### config.mk
export PLATFORM = sky130hd
export DESIGN_NAME = wall_tilt_estimator_top
export DESIGN_NICKNAME = d
export VERILOG_FILES = /design/src/design/wte_pkg.sv /design/src/design/wte_cell.sv /design/src/design/wte_row.sv /design/src/design/wte_div.sv /design/src/design/wall_tilt_estimator_top.sv
export SDC_FILE = /design/constraint.sdc
export NUM_CORES = 2
export LEC_CHECK = 0
export ABC_CLOCK_PERIOD_IN_PS = 13400
export CAP_MARGIN = 5
export CORE_UTILIZATION = 70
export DETAILED_ROUTE_END_ITERATION = 7
export DONT_BUFFER_PORTS = 1
export PLACE_DENSITY = 0.95
export SLEW_MARGIN = 20
export SYNTH_ARGS = -nofsm -noshare
export SYNTH_HDL_FRONTEND = slang
export SYNTH_SLANG_ARGS = --single-unit
### constraint.sdc
create_clock -name clk -period 13.4 [get_ports clk]
set_input_delay 2.68 -clock clk [delete_from_list [all_inputs] [get_ports clk]]
set_output_delay 2.68 -clock clk [all_outputs]
set_load 0.005 [all_outputs]
### src/design/wte_pkg.sv
// ----------------------------------------------------------------------------
// wte_pkg: shared definitions for the wall tilt estimator
// Default sizes, register indexes, the controller states and the control word
// that steers a row of insertion cells.
// ----------------------------------------------------------------------------
package wte_pkg;

	localparam int KEEP_COUNT_DEF = 10;
	localparam int COORD_BITS_DEF = 16;
	localparam int WALL_MARGIN    = 2;
	localparam int DIST_W         = 15;
	localparam int TILT_W         = 16;
	localparam int CFG_IDX_W      = 1;

	localparam logic [CFG_IDX_W-1:0] REG_RIGHT_DIST = 1'b0;
	localparam logic [CFG_IDX_W-1:0] REG_LEFT_DIST  = 1'b1;

	typedef enum logic [1:0] {
		ST_IDLE,
		ST_DRAIN,
		ST_LAUNCH,
		ST_DIVIDE
	} state_t;

	// Control word for one row: insert the current point, or shift every
	// entry one place toward the tail.
	typedef struct packed {
		logic ins_en;
		logic shift;
	} row_ctrl_t;

endpackage

### src/design/wte_cell.sv
// ----------------------------------------------------------------------------
// wte_cell: one entry of a sorted insertion row
// Holds one kept point and decides each cycle whether to keep it, take the new
// point, or take the entry of its upstream neighbor.
// ----------------------------------------------------------------------------
module wte_cell #(
	parameter int COORD_BITS = wte_pkg::COORD_BITS_DEF,
	parameter bit WANT_HIGH  = 1'b1
) (
	input  logic                         clk,
	input  logic                         arst_n,
	input  wte_pkg::row_ctrl_t           ctrl,
	input  logic signed [COORD_BITS-1:0] new_x,
	input  logic signed [COORD_BITS-1:0] new_y,
	input  logic                         prev_valid,
	input  logic signed [COORD_BITS-1:0] prev_x,
	input  logic signed [COORD_BITS-1:0] prev_y,
	input  logic                         prev_ins,
	output logic                         valid,
	output logic signed [COORD_BITS-1:0] x,
	output logic signed [COORD_BITS-1:0] y,
	output logic                         ins
);
	import wte_pkg::*;

	logic                         valid_q;
	logic signed [COORD_BITS-1:0] x_q;
	logic signed [COORD_BITS-1:0] y_q;
	logic                         beats;
	logic                         take_prev;
	logic                         take_new;

	// A strict compare: an equal y never displaces the earlier point.
	assign beats     = WANT_HIGH ? (new_y > y_q) : (new_y < y_q);
	assign ins       = !valid_q || beats;
	assign take_prev = ctrl.shift || (ctrl.ins_en && prev_ins);
	assign take_new  = ctrl.ins_en && !prev_ins && ins;

	always_ff @(posedge clk or negedge arst_n) begin
		if (!arst_n) begin
			valid_q <= 1'b0;
		end else if (take_prev) begin
			valid_q <= prev_valid;
		end else if (take_new) begin
			valid_q <= 1'b1;
		end
	end

	always_ff @(posedge clk) begin
		if (take_prev) begin
			x_q <= prev_x;
			y_q <= prev_y;
		end else if (take_new) begin
			x_q <= new_x;
			y_q <= new_y;
		end
	end

	assign valid = valid_q;
	assign x     = x_q;
	assign y     = y_q;

endmodule

### src/design/wte_row.sv
// ----------------------------------------------------------------------------
// wte_row: a row of insertion cells for one kept list
// Keeps the points sorted by y, best first; the tail cell feeds the summing
// logic while the row is drained.
// ----------------------------------------------------------------------------
module wte_row #(
	parameter int KEEP_COUNT = wte_pkg::KEEP_COUNT_DEF,
	parameter int COORD_BITS = wte_pkg::COORD_BITS_DEF,
	parameter bit WANT_HIGH  = 1'b1
) (
	input  logic                         clk,
	input  logic                         arst_n,
	input  wte_pkg::row_ctrl_t           ctrl,
	input  logic signed [COORD_BITS-1:0] point_x,
	input  logic signed [COORD_BITS-1:0] point_y,
	output logic                         tail_valid,
	output logic signed [COORD_BITS-1:0] tail_x
);
	import wte_pkg::*;

	logic                         chain_valid [0:KEEP_COUNT];
	logic signed [COORD_BITS-1:0] chain_x     [0:KEEP_COUNT];
	logic signed [COORD_BITS-1:0] chain_y     [0:KEEP_COUNT];
	logic                         chain_ins   [0:KEEP_COUNT];

	// The head cell sees an empty neighbor that never claims the new point.
	assign chain_valid[0] = 1'b0;
	assign chain_x[0]     = '0;
	assign chain_y[0]     = '0;
	assign chain_ins[0]   = 1'b0;

	for (genvar i = 0; i < KEEP_COUNT; i++) begin : g_cell
		wte_cell #(
			.COORD_BITS (COORD_BITS),
			.WANT_HIGH  (WANT_HIGH)
		) u_cell (
			.clk        (clk),
			.arst_n     (arst_n),
			.ctrl       (ctrl),
			.new_x      (point_x),
			.new_y      (point_y),
			.prev_valid (chain_valid[i]),
			.prev_x     (chain_x[i]),
			.prev_y     (chain_y[i]),
			.prev_ins   (chain_ins[i]),
			.valid      (chain_valid[i+1]),
			.x          (chain_x[i+1]),
			.y          (chain_y[i+1]),
			.ins        (chain_ins[i+1])
		);
	end

	assign tail_valid = chain_valid[KEEP_COUNT];
	assign tail_x     = chain_x[KEEP_COUNT];

endmodule

### src/design/wte_div.sv
// ----------------------------------------------------------------------------
// wte_div: divider by a fixed divisor
// Registers the dividend, then forms the quotient by multiplying with a
// rounded-up reciprocal, with the quotient saturated to the tilt width.
// ----------------------------------------------------------------------------
module wte_div #(
	parameter int DIVISOR = wte_pkg::KEEP_COUNT_DEF,
	parameter int IN_W    = 21
) (
	input  logic                       clk,
	input  logic                       arst_n,
	input  logic                       start,
	input  logic [IN_W-1:0]            dividend,
	output logic                       done,
	output logic [wte_pkg::TILT_W-1:0] quotient
);
	import wte_pkg::*;

	// With the shift at IN_W plus the ceiling of log2 of the divisor, the rounding error
	// of the reciprocal stays below one quotient step for every dividend.
	localparam int SHIFT   = IN_W + $clog2(DIVISOR);
	localparam int RECIP_W = IN_W + 1;
	localparam int PROD_W  = IN_W + RECIP_W;
	localparam longint unsigned RECIP =
		((64'd1 << SHIFT) + 64'(DIVISOR) - 64'd1) / 64'(DIVISOR);

	logic [IN_W-1:0]   mag_q;
	logic              run_q;
	logic              done_q;
	logic [TILT_W-1:0] quot_q;
	logic [PROD_W-1:0] prod;
	logic [PROD_W-1:0] qwide;
	logic              sat;

	assign prod  = PROD_W'(mag_q) * PROD_W'(RECIP_W'(RECIP));
	assign qwide = prod >> SHIFT;
	assign sat   = qwide > PROD_W'({TILT_W{1'b1}});

	always_ff @(posedge clk or negedge arst_n) begin
		if (!arst_n) begin
			run_q  <= 1'b0;
			done_q <= 1'b0;
		end else begin
			run_q  <= start;
			done_q <= run_q;
		end
	end

	always_ff @(posedge clk) begin
		if (start) begin
			mag_q <= dividend;
		end
		if (run_q) begin
			quot_q <= sat ? {TILT_W{1'b1}} : qwide[TILT_W-1:0];
		end
	end

	assign quotient = quot_q;
	assign done     = done_q;

endmodule

### src/design/wall_tilt_estimator_top.sv
// ----------------------------------------------------------------------------
// wall_tilt_estimator_top: side wall tilt from one lidar scan
// Sorts wall points into four rows of insertion cells and, at the end of a
// scan, reports the magnitude of the mean x difference between top and bottom points per side.
// ----------------------------------------------------------------------------
//
//  channel  | ports                                        | handshake
//  ---------+----------------------------------------------+---------------------------
//  point in | point_x, point_y, scan_end                   | start high, busy low
//  result   | right_tilt, left_tilt, right_valid, left_valid| done high for one cycle
//  config   | cfg_index, cfg_data                          | cfg_we high, no wait
//
// A point without scan_end leaves busy low, so such points may arrive on every
// cycle: the rows insert in parallel, each cell comparing against the new y. A
// word with scan_end keeps busy high while the rows drain through their tail
// cells into an accumulator until every entry has been added, the launch state
// loads the magnitudes into the dividers, the dividers form the quotients by
// reciprocal multiplication, and the result word is registered. The result
// word is then valid on the outputs in the single cycle that done is high, right
// after busy falls, and the receiver cannot stall it. Reset clears the rows,
// the counts, the wall distances and the controller; draining leaves the rows
// empty.
//
module wall_tilt_estimator_top #(
	parameter int KEEP_COUNT = wte_pkg::KEEP_COUNT_DEF,
	parameter int COORD_BITS = wte_pkg::COORD_BITS_DEF
) (
	input  logic                          clk,
	input  logic                          arst_n,
	input  logic                          start,
	output logic                          busy,
	input  logic signed [COORD_BITS-1:0]  point_x,
	input  logic signed [COORD_BITS-1:0]  point_y,
	input  logic                          scan_end,
	output logic                          done,
	output logic [wte_pkg::TILT_W-1:0]    right_tilt,
	output logic [wte_pkg::TILT_W-1:0]    left_tilt,
	output logic                          right_valid,
	output logic                          left_valid,
	input  logic                          cfg_we,
	input  logic [wte_pkg::CFG_IDX_W-1:0] cfg_index,
	input  logic [wte_pkg::DIST_W-1:0]    cfg_data
);
	import wte_pkg::*;

	// Compare width wide enough for a coordinate and a threshold with margin.
	localparam int CW    = ((COORD_BITS > DIST_W) ? COORD_BITS : DIST_W) + 2;
	// The top-minus-bottom sum, signed, and its magnitude.
	localparam int SUM_W = COORD_BITS + $clog2(KEEP_COUNT) + 2;
	localparam int ABS_W = SUM_W - 1;
	localparam int DW    = $clog2(KEEP_COUNT + 1);

	localparam logic signed [CW-1:0] MARGIN_S = CW'(WALL_MARGIN);

	state_t state_q, state_d;

	logic [DIST_W-1:0]       rdist_q, ldist_q;
	logic [DW-1:0]           rcnt_q, lcnt_q;
	logic [DW-1:0]           drain_cnt_q;
	logic                    rv_q, lv_q;
	logic signed [SUM_W-1:0] racc_q, lacc_q;
	logic                    done_q;
	logic [TILT_W-1:0]       rtilt_q, ltilt_q;

	logic                    accept;
	logic signed [CW-1:0]    xe;
	logic signed [CW-1:0]    rdist_s, ldist_s;
	logic signed [CW-1:0]    rthr, lthr;
	logic                    is_right, is_left;
	logic                    drain_last;
	logic                    div_start;
	row_ctrl_t               rctrl, lctrl;

	logic                         rt_valid, rb_valid, lt_valid, lb_valid;
	logic signed [COORD_BITS-1:0] rt_x, rb_x, lt_x, lb_x;
	logic signed [SUM_W-1:0]      rt_term, rb_term, lt_term, lb_term;
	logic signed [SUM_W-1:0]      rmag, lmag;
	logic                         rdiv_done, ldiv_done;
	logic [TILT_W-1:0]            rquot, lquot;

	assign accept = start && !busy;
	assign busy   = (state_q != ST_IDLE);

	// Wall classification, all in signed arithmetic so that a distance below
	// the margin gives a correctly signed threshold rather than a wrapped one.
	assign xe       = CW'(point_x);
	assign rdist_s  = {{(CW-DIST_W){1'b0}}, rdist_q};
	assign ldist_s  = {{(CW-DIST_W){1'b0}}, ldist_q};
	assign rthr     = rdist_s - MARGIN_S;
	assign lthr     = MARGIN_S - ldist_s;
	assign is_right = !xe[CW-1] && (xe != '0) && (xe >= rthr);
	assign is_left  = xe[CW-1] && (xe >= lthr);

	assign rctrl.ins_en = accept && is_right;
	assign rctrl.shift  = (state_q == ST_DRAIN);
	assign lctrl.ins_en = accept && is_left;
	assign lctrl.shift  = (state_q == ST_DRAIN);

	wte_row #(.KEEP_COUNT(KEEP_COUNT), .COORD_BITS(COORD_BITS), .WANT_HIGH(1'b1)) u_right_top (
		.clk(clk), .arst_n(arst_n), .ctrl(rctrl), .point_x(point_x), .point_y(point_y),
		.tail_valid(rt_valid), .tail_x(rt_x)
	);
	wte_row #(.KEEP_COUNT(KEEP_COUNT), .COORD_BITS(COORD_BITS), .WANT_HIGH(1'b0)) u_right_bot (
		.clk(clk), .arst_n(arst_n), .ctrl(rctrl), .point_x(point_x), .point_y(point_y),
		.tail_valid(rb_valid), .tail_x(rb_x)
	);
	wte_row #(.KEEP_COUNT(KEEP_COUNT), .COORD_BITS(COORD_BITS), .WANT_HIGH(1'b1)) u_left_top (
		.clk(clk), .arst_n(arst_n), .ctrl(lctrl), .point_x(point_x), .point_y(point_y),
		.tail_valid(lt_valid), .tail_x(lt_x)
	);
	wte_row #(.KEEP_COUNT(KEEP_COUNT), .COORD_BITS(COORD_BITS), .WANT_HIGH(1'b0)) u_left_bot (
		.clk(clk), .arst_n(arst_n), .ctrl(lctrl), .point_x(point_x), .point_y(point_y),
		.tail_valid(lb_valid), .tail_x(lb_x)
	);

	// Empty cells add nothing to the sums.
	assign rt_term = rt_valid ? SUM_W'(rt_x) : '0;
	assign rb_term = rb_valid ? SUM_W'(rb_x) : '0;
	assign lt_term = lt_valid ? SUM_W'(lt_x) : '0;
	assign lb_term = lb_valid ? SUM_W'(lb_x) : '0;

	assign rmag = racc_q[SUM_W-1] ? -racc_q : racc_q;
	assign lmag = lacc_q[SUM_W-1] ? -lacc_q : lacc_q;

	assign drain_last = (drain_cnt_q == DW'(KEEP_COUNT - 1));

	// Controller: idle while points stream in, then drain, load, divide.
	always_comb begin
		state_d   = state_q;
		div_start = 1'b0;
		unique case (state_q)
			ST_IDLE: begin
				if (accept && scan_end) begin
					state_d = ST_DRAIN;
				end
			end
			ST_DRAIN: begin
				if (drain_last) begin
					state_d = ST_LAUNCH;
				end
			end
			ST_LAUNCH: begin
				div_start = 1'b1;
				state_d   = ST_DIVIDE;
			end
			ST_DIVIDE: begin
				if (rdiv_done) begin
					state_d = ST_IDLE;
				end
			end
			default: begin
				state_d = ST_IDLE;
			end
		endcase
	end

	always_ff @(posedge clk or negedge arst_n) begin
		if (!arst_n) begin
			state_q <= ST_IDLE;
		end else begin
			state_q <= state_d;
		end
	end

	wte_div #(.DIVISOR(KEEP_COUNT), .IN_W(ABS_W)) u_right_div (
		.clk(clk), .arst_n(arst_n), .start(div_start), .dividend(rmag[ABS_W-1:0]),
		.done(rdiv_done), .quotient(rquot)
	);
	wte_div #(.DIVISOR(KEEP_COUNT), .IN_W(ABS_W)) u_left_div (
		.clk(clk), .arst_n(arst_n), .start(div_start), .dividend(lmag[ABS_W-1:0]),
		.done(ldiv_done), .quotient(lquot)
	);

	// Configuration registers.
	always_ff @(posedge clk or negedge arst_n) begin
		if (!arst_n) begin
			rdist_q <= '0;
			ldist_q <= '0;
		end else if (cfg_we) begin
			unique case (cfg_index)
				REG_RIGHT_DIST: rdist_q <= cfg_data;
				REG_LEFT_DIST:  ldist_q <= cfg_data;
				default: begin
				end
			endcase
		end
	end

	// Saturating seen counts; on the last word the valid flags include the
	// point that carries scan_end, and the counts start over.
	always_ff @(posedge clk or negedge arst_n) begin
		if (!arst_n) begin
			rcnt_q <= '0;
			lcnt_q <= '0;
			rv_q   <= 1'b0;
			lv_q   <= 1'b0;
		end else if (accept) begin
			if (scan_end) begin
				rcnt_q <= '0;
				lcnt_q <= '0;
				rv_q   <= (rcnt_q == DW'(KEEP_COUNT)) ||
				          (is_right && (rcnt_q == DW'(KEEP_COUNT - 1)));
				lv_q   <= (lcnt_q == DW'(KEEP_COUNT)) ||
				          (is_left && (lcnt_q == DW'(KEEP_COUNT - 1)));
			end else begin
				if (is_right && (rcnt_q != DW'(KEEP_COUNT))) begin
					rcnt_q <= rcnt_q + DW'(1);
				end
				if (is_left && (lcnt_q != DW'(KEEP_COUNT))) begin
					lcnt_q <= lcnt_q + DW'(1);
				end
			end
		end
	end

	// Drain counter and the running top-minus-bottom sums.
	always_ff @(posedge clk or negedge arst_n) begin
		if (!arst_n) begin
			drain_cnt_q <= '0;
		end else if (state_q == ST_DRAIN) begin
			drain_cnt_q <= drain_last ? '0 : drain_cnt_q + DW'(1);
		end
	end

	always_ff @(posedge clk) begin
		if (accept && scan_end) begin
			racc_q <= '0;
			lacc_q <= '0;
		end else if (state_q == ST_DRAIN) begin
			racc_q <= racc_q + rt_term - rb_term;
			lacc_q <= lacc_q + lt_term - lb_term;
		end
	end

	// Result word register and its one-cycle strobe.
	always_ff @(posedge clk or negedge arst_n) begin
		if (!arst_n) begin
			done_q <= 1'b0;
		end else begin
			done_q <= rdiv_done;
		end
	end

	always_ff @(posedge clk) begin
		if (rdiv_done) begin
			rtilt_q <= rv_q ? rquot : '0;
			ltilt_q <= lv_q ? lquot : '0;
		end
	end

	assign done        = done_q;
	assign right_tilt  = rtilt_q;
	assign left_tilt   = ltilt_q;
	assign right_valid = rv_q;
	assign left_valid  = lv_q;

`ifndef ASSERT_OFF
	a_done_idle : assert property (@(posedge clk) disable iff (!arst_n)
		done |-> !busy)
		else $error("result strobe while the controller is busy");

	a_end_busy : assert property (@(posedge clk) disable iff (!arst_n)
		(accept && scan_end) |=> busy)
		else $error("last word of a scan did not start the drain");

	a_div_lockstep : assert property (@(posedge clk) disable iff (!arst_n)
		rdiv_done == ldiv_done)
		else $error("side dividers out of step");

	a_div_state : assert property (@(posedge clk) disable iff (!arst_n)
		rdiv_done |-> (state_q == ST_DIVIDE))
		else $error("divider finished outside the divide phase");

	a_invalid_zero : assert property (@(posedge clk) disable iff (!arst_n)
		(done && !right_valid) |-> (right_tilt == '0))
		else $error("right tilt nonzero without enough points");
`endif

endmodule
==> results by group <==
Outcome
  – Outcome: finished, final reports clean

Finish
  – Synth-to-layout area growth: 6.96%
  – Final core utilization: around 76%
  – Layout fillers: 7260
  – Layout cells sized above 1: about 18%
  – Final nets: 9649

Die
  – Die area: 142000 µm²
  – Starting Density: 70.6%
  – I/O pin cnt: 89
  – Chip height: about 380 µm
  – Core Rows: 137
  – Placeable core area: ~140000 µm²
  – Die W: ~380 µm

Yosys
  – Gate count after technology mapping: around 8000
  – Yosys top cell area share: 38.3%
  – Post-synth EDFFs: about 1300
  – Most common cell in the netlist: inv_1
  – Synth top area cells: edfxtp_1 (38%), ha_1 (14%), mux2_2 (12%)
  – Sequential area share after synthesis: between 40 and 50%
  – Synth warn: 0
  – Largest area contributor in the netlist: edfxtp_1
  – Mapped cell area: 98700 µm²
  – Synth Register Bits: 1519
  – Avg Synthesized Cell Area: 12.0 µm²
  – Yosys cell types: 91
  – Syn nets: 9747
  – Post-synth top cells: inv_1 (1299), edfxtp_1 (1258), ha_1 (1120)
  – Ys flop type: edfxtp_1
  – Share of synthesized registers carrying an async set or reset: around 5.9%

Setup path
  – Slowest cell delay on critical path: 570 ps
  – Cell-by-cell trace of the critical path: ha_1 -> inv_1 -> fa_1 -> inv_1 -> fa_1 -> inv_1 -> fa_1 -> fa_1 -> inv_1 -> fa_1 -> ha_1 -> ha_1 -> a21o_1 -> a21o_1 -> a21o_1 -> a21o_1 -> a21oi_1 -> o41ai_4 -> o41ai_2 -> nor2b_1 -> or3_1 -> a21o_1
  – Worst flop-to-flop path endpoint: u_right_div.quotient[13]
  – Worst Setup Path Type: reg2reg
  – Arrival time at the worst endpoint: 7720 ps
  – Max Fanout on Critical Path: 5
  – CP startpoint: u_right_div.mag_q[10]
  – WP data required: 13990 ps
  – Crit path to: u_right_div.quotient[13]
  – Worst reg2reg path depth: 22
  – Slowest cell on crit path: edfxtp_1
  – CP Launch Type: flip-flop
  – Worst R2R Start: u_right_div.mag_q[10]
  – CP Capture Type: flip-flop
  – Reg2Reg Setup Slack: 6280 ps

Timing
  – Final hold violation count: 0
  – Slew Viols, Final: 0
  – RSZ-0062 raised after global routing: false
  – Final setup vio count: 0
  – Period minus WS final: slightly above 7000 ps
  – Worst-Margin Slew: about 1200 ps
  – Slew HR: 17.8%
  – Highest clock rate: 140 MHz
  – Skew final: 78.3 ps
  – Fin Setup TNS: 0 ps
  – Tcrit/Tclk final: between 50% and 60%

Global route
  – Initial antenna violation count: 11
  – Largest net degree at the start of global routing: 90
  – Grt ovf: 0
  – Vias in the first global route: 71600
  – First-pass GRT wire length: 402 mm
  – GRT Total Usage: a little over a third

Route
  – Final antenna-violating net count: 0
  – Drt wl/cell: around 27 µm
  – Initial DRC count: 9248
  – DR vias/cell: 6.84
  – DRT Pass-1 Iters: 8
  – DRC: 0
  – Vias: 69400
  – Post-Route WL: 279 mm

Clocking
  – Worst-Skew Late Latency: approximately 860 ps
  – Reg clk slew, reported paths: roughly 60 ps
  – Buffer count from post-CTS setup fixing: 0
  – Root Driver: clkbuf_16
  – Resized Gates After CTS: 0
  – CTS tree: done
  – # hold bufs at CTS: 0
  – CTS buffer count: 155
  – H-tree depth: 4
  – Bufs on Longest Clock Path: 3
  – Clock sinks: 1519

Placed design
  – Routability Congestion: 0.984
  – Port Buffer Count: 0
  – DP HPWL: 154 mm

Flow run
  – Max-Cap Viols: 0

Worst hold path
  – Hold Path Origin: u_right_top.g_cell[0].u_cell.x[15]
  – Hold crit path type: reg2reg
registers in the layout (all words and copies together) (netlist names), 16 cells and up:
register,count
u_left_bot.g_cell.u_cell.x,160
u_right_div.quotient,16
left_tilt,16
u_right_bot.g_cell.u_cell.y,160
u_right_div.mag_q,21
u_right_top.g_cell.u_cell.x,160
right_tilt,16
u_right_top.g_cell.u_cell.y,160
racc_q,22
u_left_top.g_cell.u_cell.x,160
lacc_q,22
u_left_div.quotient,16
u_left_top.g_cell.u_cell.y,160
u_right_bot.g_cell.u_cell.x,160
u_left_bot.g_cell.u_cell.y,160
u_left_div.mag_q,21
worst max-delay path, delay by kind of cell (launching register included):
kind / cells / cell delay [ps]
fa+ha+maj: 8 / 3660
flops: 1 / 570
simple gates: 2 / 490
compound gates: 8 / 1900
buf+inv: 4 / 290
cell usage in the layout, fill, tap and decap left out, types with 172 or more instances in the layout:
| master | Yosys | layout |
|---|---|---|
| fa_1 | 332 | 332 |
| edfxtp_1 | 1258 | 1258 |
| nand2_1 | 249 | 243 |
| a21oi_1 | 258 | 252 |
| dfxtp_1 | 172 | 172 |
| o21ai_0 | 272 | 264 |
| nor2_1 | 303 | 296 |
| a21o_1 | 207 | 205 |
| inv_1 | 1299 | 1297 |
| ha_1 | 1120 | 1118 |
| mux2_2 | 1035 | 1035 |
per-layer routing:
| metal | routed length, µm | global-route usage (%) |
|---|---|---|
| met1 | 95100 | 44.1 |
| met2 | 128000 | 59.8 |
| met5 | 81 | 0 |
| met3 | 33900 | 8.30 |
| met4 | 22300 | 22.8 |
per-stage QoR:
stage / setup slack, ps / instance area (µm²) / std cells / hold WS [ps]
5_1_grt: 6010 / 106000 / 10200 / 499
2_1_floorplan: 4370 / 98700 / 8242 / 440
4_1_cts: 6300 / 105000 / 10200 / 485
3_5_place_dp: 6020 / 100000 / 9861 / 477
3_3_place_gp: 6380 / 100000 / 9861 / 453
6_report: 6280 / 106000 / 10200 / 491
area by class of cell:
cell class	instances	area (µm²)	area share [%]
Multi-Input combinational cell	5090	49100	46.5
Sequential cell	1519	43400	41.2
Inverter	1299	4880	4.62
Clock buffer	216	4330	4.10
Tap cell	1876	2350	2.22
Clock inverter	74	853	0.808
Timing Repair Buffer	79	621	0.588
Antenna cell	2	5.00	0.00474
how the worst min path moves through the flow:
stage                                         end  slack (ps)  depth (start not counted)
4_1_cts        u_right_top.g_cell[0].u_cell.x[15]         490                          1
2_1_floorplan   u_left_bot.g_cell[0].u_cell.x[15]         440                          2
3_3_place_gp    u_left_top.g_cell[0].u_cell.x[15]         450                          2
6_report       u_right_top.g_cell[0].u_cell.x[15]         490                          1
5_1_grt        u_right_bot.g_cell[0].u_cell.x[15]         500                          1
3_5_place_dp   u_right_bot.g_cell[0].u_cell.x[15]         480                          1
kinds of logic (layout without fill, tap and decap cells):
| family | count (synthesis) | after routing | share of synthesized area (%) |
|---|---|---|---|
| AOI/OAI and AO/OA | 1032 | 1032 | 6.67 |
| and+or+nand+nor | 1193 | 1193 | 6.10 |
| muxes | 1267 | 1267 | 14.5 |
| DFF | 1519 | 1519 | 44.0 |
| adders and majority gates | 1452 | 1452 | 20.9 |
| other | 0 | 2 | 0 |
| xor gates and xnor gates | 146 | 146 | 1.30 |
| buffers and inverters | 1633 | 1668 | 6.47 |
Power is left out: the tool's default activity adds up to more than one toggle a clock period on the data nets, which glitch-free logic cannot reach.
